## config.mk

```make
export PLATFORM = sky130hd
export DESIGN_NAME = hta_ctrl
export DESIGN_NICKNAME = d
export VERILOG_FILES = /design/src/rtl/hta_pkg.sv /design/src/rtl/hta_ctrl.sv
export SDC_FILE = /design/constraint.sdc
export NUM_CORES = 1
export LEC_CHECK = 0
export ABC_AREA = 1
export BUFFER_PORTS_ARGS = -buffer_cell sky130_fd_sc_hd__buf_2
export CAP_MARGIN = 20
export CORE_AREA = 2 2 39 41
export DETAILED_ROUTE_END_ITERATION = 6
export DIE_AREA = 0 0 41 43
export SLEW_MARGIN = 20
export SYNTH_ARGS = -nofsm -noshare
export SYNTH_HDL_FRONTEND = slang
export SYNTH_SLANG_ARGS = --single-unit
export TNS_END_PERCENT = 1
```

## constraint.sdc

```tcl
create_clock -name aclk -period 1.3 [get_ports aclk]
set_input_delay 0.065 -clock aclk [delete_from_list [all_inputs] [get_ports aclk]]
set_output_delay 0.065 -clock aclk [all_outputs]
set_load 0.02 [all_outputs]
```

## src/rtl/hta_pkg.sv

```systemverilog
// Shared types and constants of the handle table allocator.
package hta_pkg;

    localparam int SLOT_BITS  = 8;
    localparam int SLOTS      = 1 << SLOT_BITS;
    localparam int COUNT_W    = SLOT_BITS + 1;
    localparam int INDEX_BITS = 24;
    localparam int HARBOR_W   = 8;
    localparam int HANDLE_W   = 32;
    localparam int CTX_W      = 16;
    localparam int STATUS_W   = 2;

    localparam logic [SLOT_BITS-1:0] INIT_MASK = SLOT_BITS'(3);
    localparam logic [SLOT_BITS-1:0] FULL_MASK = {SLOT_BITS{1'b1}};

    localparam logic FUNC_REGISTER = 1'b0;
    localparam logic FUNC_LOOKUP   = 1'b1;

    localparam logic [STATUS_W-1:0] STATUS_OK        = 2'd0;
    localparam logic [STATUS_W-1:0] STATUS_FULL      = 2'd1;
    localparam logic [STATUS_W-1:0] STATUS_NOT_FOUND = 2'd2;

    typedef struct packed {
        logic [HANDLE_W-1:0] handle;
        logic [CTX_W-1:0]    context_id;
    } hta_entry_t;

    // Commands from the controller to the datapath.
    typedef struct packed {
        logic load;         // capture the accepted input item
        logic lk_read;      // read the slot that the lookup handle picks
        logic emit_lookup;  // send the lookup result
        logic probe_start;  // start probing at the running index
        logic probe_step;   // advance to the next candidate
        logic probe_take;   // claim the current slot and send the handle
        logic emit_full;    // send the table full result
        logic grow_start;   // reset the move sweep
        logic grow_step;    // read one old slot for the move sweep
        logic grow_end;     // double the table size
    } hta_cmd_t;

    // Status from the datapath to the controller.
    typedef struct packed {
        logic func;
        logic slot_free;
        logic table_full;
        logic at_limit;
        logic out_free;
        logic grow_last;
    } hta_stat_t;

endpackage

```

## src/rtl/hta_ctrl.sv

```systemverilog
// Controller state machine of the handle table allocator.
module hta_ctrl
    import hta_pkg::*;
(
    input  logic      aclk,
    input  logic      aresetn,
    input  logic      s_valid,
    output logic      s_ready,
    input  hta_stat_t stat,
    output hta_cmd_t  cmd
);

    typedef enum logic [2:0] {
        ST_IDLE,
        ST_CHECK,
        ST_LK_OUT,
        ST_PROBE,
        ST_FULL_OUT,
        ST_GROW,
        ST_GROW_TAIL
    } state_t;

    state_t state_reg;
    state_t state_next;

    assign s_ready = (state_reg == ST_IDLE);

    always_comb begin
        state_next = state_reg;
        cmd        = '0;
        unique case (state_reg)
            ST_IDLE: begin
                if (s_valid) begin
                    cmd.load   = 1'b1;
                    state_next = ST_CHECK;
                end
            end
            ST_CHECK: begin
                priority if (stat.func == FUNC_LOOKUP) begin
                    cmd.lk_read = 1'b1;
                    state_next  = ST_LK_OUT;
                end else if (!stat.table_full) begin
                    cmd.probe_start = 1'b1;
                    state_next      = ST_PROBE;
                end else if (stat.at_limit) begin
                    state_next = ST_FULL_OUT;
                end else begin
                    cmd.grow_start = 1'b1;
                    state_next     = ST_GROW;
                end
            end
            ST_LK_OUT: begin
                if (stat.out_free) begin
                    cmd.emit_lookup = 1'b1;
                    state_next      = ST_IDLE;
                end
            end
            ST_PROBE: begin
                priority if (!stat.slot_free) begin
                    cmd.probe_step = 1'b1;
                end else if (stat.out_free) begin
                    cmd.probe_take = 1'b1;
                    state_next     = ST_IDLE;
                end
            end
            ST_FULL_OUT: begin
                if (stat.out_free) begin
                    cmd.emit_full = 1'b1;
                    state_next    = ST_IDLE;
                end
            end
            ST_GROW: begin
                cmd.grow_step = 1'b1;
                if (stat.grow_last) begin
                    state_next = ST_GROW_TAIL;
                end
            end
            ST_GROW_TAIL: begin
                cmd.grow_end    = 1'b1;
                cmd.probe_start = 1'b1;
                state_next      = ST_PROBE;
            end
            default: begin
                state_next = ST_IDLE;
            end
        endcase
    end

    always_ff @(posedge aclk) begin
        if (!aresetn) begin
            state_reg <= ST_IDLE;
        end else begin
            state_reg <= state_next;
        end
    end

endmodule

```

==> flow_metrics.py <==
metrics = {
    "synthesis": {
        "synthFlopType": "dfxtp_1",
        "ys_top_cells_by_area": "dfxtp_1, nand2_1, nor2_2",
        "ys_seq_area_share_pct": 17.98,
        "ys_ff_latch": 3,
        "yosysWarnings": 0,
        "yosysTopAreaCell": "dfxtp_1",
        "syn_avg_cell_area_um2": 6.074,
        "synth_xor_area_share_pct": 0,
        "synth_adder_area_share_pct": 0,
        "synth_compound_area_share_pct": 8.240,
        "synthSimpleGateAreaFrac_pct": 58.05,
        "synth_enable_flop_cells": 0,
        "syn_area_um2": 334.1,
        "synth_top_family_by_area": "simple AND/OR/NAND/NOR gates",
        "synth_mux_area_share_pct": 0,
        "synth.top_cell.area_share_pct": 17.98,
        "async_reset_ff_share_pct": 0,
        "synthCells": 55,
        "yosysUniqueCellTypes": 17,
        "syn_nets": 64,
    },
    "cts": {
        "cts_tree": "yes",
        "cts_max_path_buffers": 2,
        "cts_hold_buf": 0,
        "clock-root-buffer": "clkbuf_4",
        "clk-insertion-delay-late_ps": 230,
        "cts_made_buffers": 3,
        "cts.sinks": 3,
        "htree_levels": 1,
        "clkTransAtPathRegs_ps": 40,
    },
    "hold_path": {
        "hold_class": "in -> reg",
    },
    "place": {
        "place.gp.congestion": 0.7630,
        "hpwl_um": 684.1,
        "place_area_um2": 457.9,
        "io_buffers": 19,
        "dp_slack_ps": 31.06,
        "place_inst": 90,
    },
    "cells_and_area": {
        "drive_gt1_share_pct": 54.43,
        "post-route-cell-area_um2": 543.0,
        "fin_cells": 95,
        "num_antenna_cells": 0,
        "final_util_pct": 39.24,
        "mostFrequentLayoutCells": "buf_2, nand2_1, inv_1, nor2_1, nor2_2",
        "areaGrowthSynthToFinish_pct": 62.55,
        "fin_nets": 89,
        "largest_reg_flops": 3,
        "final_common_cell": "buf_2",
    },
    "timing": {
        "final_max_slew_viol_count": 0,
        "fin_crit_ps": 1191,
        "setup_slack_ps": 109.0,
        "setup_violations": 0,
        "hold_violations": 0,
        "skew_ps": 0.4853,
        "worst_pin_slew_ps": 216.4,
        "min_period_over_period_pct": 91.61,
        "rsz0062_at_grt": "no",
        "relSlewSlack_pct": 85.44,
        "fmax_mhz": 839.6,
    },
    "pwr": {
        "power_per_cell_area_nw_per_um2": 2181,
        "leakagePower_uw": 0.0002925,
        "ir_drop_mv": 0.9757,
    },
    "die": {
        "die_h_um": 43,
        "die-area_um2": 1763,
        "core-area_um2": 1384,
        "start_util_pct": 24.14,
        "chipWidth_um": 41,
        "rows": 14,
        "ios": 20,
    },
    "setup_path": {
        "cp.required_ps": 1240,
        "crit_type": "reg -> out",
        "slowest_delay_ps": 380,
        "end_kind": "output pin",
        "crit_slowest_cell": "dfxtp_4",
        "cp-start-kind": "register",
        "path_max_fanout": 8,
        "crit_chain": "nor3_4 > inv_1 > nor2_1 > buf_4",
        "crit_arrival_ps": 1130,
    },
    "global_route": {
        "grt_max_degree": 9,
        "grt_pass1_wl_um": 1255,
        "antenna_found_initial": 0,
        "gr-usage-all-layers_pct": 10.53,
        "overflow": 0,
        "grt_pass1_vias": 340,
    },
    "routing": {
        "highest_layer": "met3",
        "ant_nets": 0,
        "dr_wl_met3_um": 72,
        "drtPass1Iterations": 4,
        "wl_um": 853,
        "wl_per_cell_um": 8.979,
        "drtIter0Drc": 3,
        "avgViaCountPerCell": 4.368,
        "dr_total_vias": 415,
        "drc": 0,
        "wl_met2_um": 371,
        "wl_met1_um": 410,
    },
    "outcome": {
        "status": "complete, no violations",
    },
    "flow_run": {
        "maxCapViolations": 0,
    },
}
[worst max-delay path, delay by kind of cell, from the launching register on]
kind,cells,cell delay (ps)
simple gates,2,290
buf+inv,2,220
flops,1,380
[logic make-up after synthesis]
family                 after synthesis
and+or+nand+nor                     36
buffers and inverters               12
AOI/OAI and AO/OA                    4
DFF                                  3
[layer usage]
layer | vias up | global-route usage, %
met4 | 0 | 2.000
met1 | 178 | 12.82
li1 | 222 | -
met3 | 0 | 6.283
met2 | 15 | 15.63
met5 | - | 0
[through the flow]
step	total power, µW	hold WS [ps]	setup TNS, ps
global placement	911.6	323.8	0
global route	1307	84.15	0
detailed placement	914.2	331.7	0
finish	1185	84.62	0
CTS	1167	75.99	0
floorplan	772.8	169.5	-3.430
[Yosys cell counts, types with 2 or more instances]
master    count
nand2_2       2
inv_1         8
nor3_1        2
nor2_2        5
inv_2         3
dfxtp_1       3
nand3_1       3
nand2_1      12
nor3_2        2
nor2_1        7
o211ai_1      2
[report_power, final]
part / total [µW] / internal (µW) / switching, µW
Sequential: 286 / 159 / 127
Combinational: 738 / 299 / 439
Clock: 161 / 115 / 45.8
[layout make-up]
cell class / count / area (µm²)
clock buffers: 4 / 26.28
fillers: 164 / 840.8
inverters: 11 / 46.29
multi-input cells: 40 / 260.3
flip-flops and latches: 3 / 71.32
well taps: 16 / 20.02
repair buffers: 21 / 118.9
[final timing paths]
kind                                                 from                   endpoint  slack, ps  cells after the start
worst max-delay path            state_reg[2]$_SDFFE_PN0P_                     cmd[9]        110                      4
worst min-delay path                              aresetn  state_reg[0]$_SDFFE_PN0P_         80                      3
worst max register to register  state_reg[0]$_SDFFE_PN0P_  state_reg[2]$_SDFFE_PN0P_        200                      7
worst min register to register  state_reg[0]$_SDFFE_PN0P_  state_reg[0]$_SDFFE_PN0P_        640                      4
[what timing repair did]
action / 4_1_cts / 5_1_grt
resized for setup: 9 / 6
pin swaps: 1 / 1
buffers inserted: 1 / 0
setup endpoints to repair: 9 / 2
Note: power is estimated with default switching activity, not from simulation.
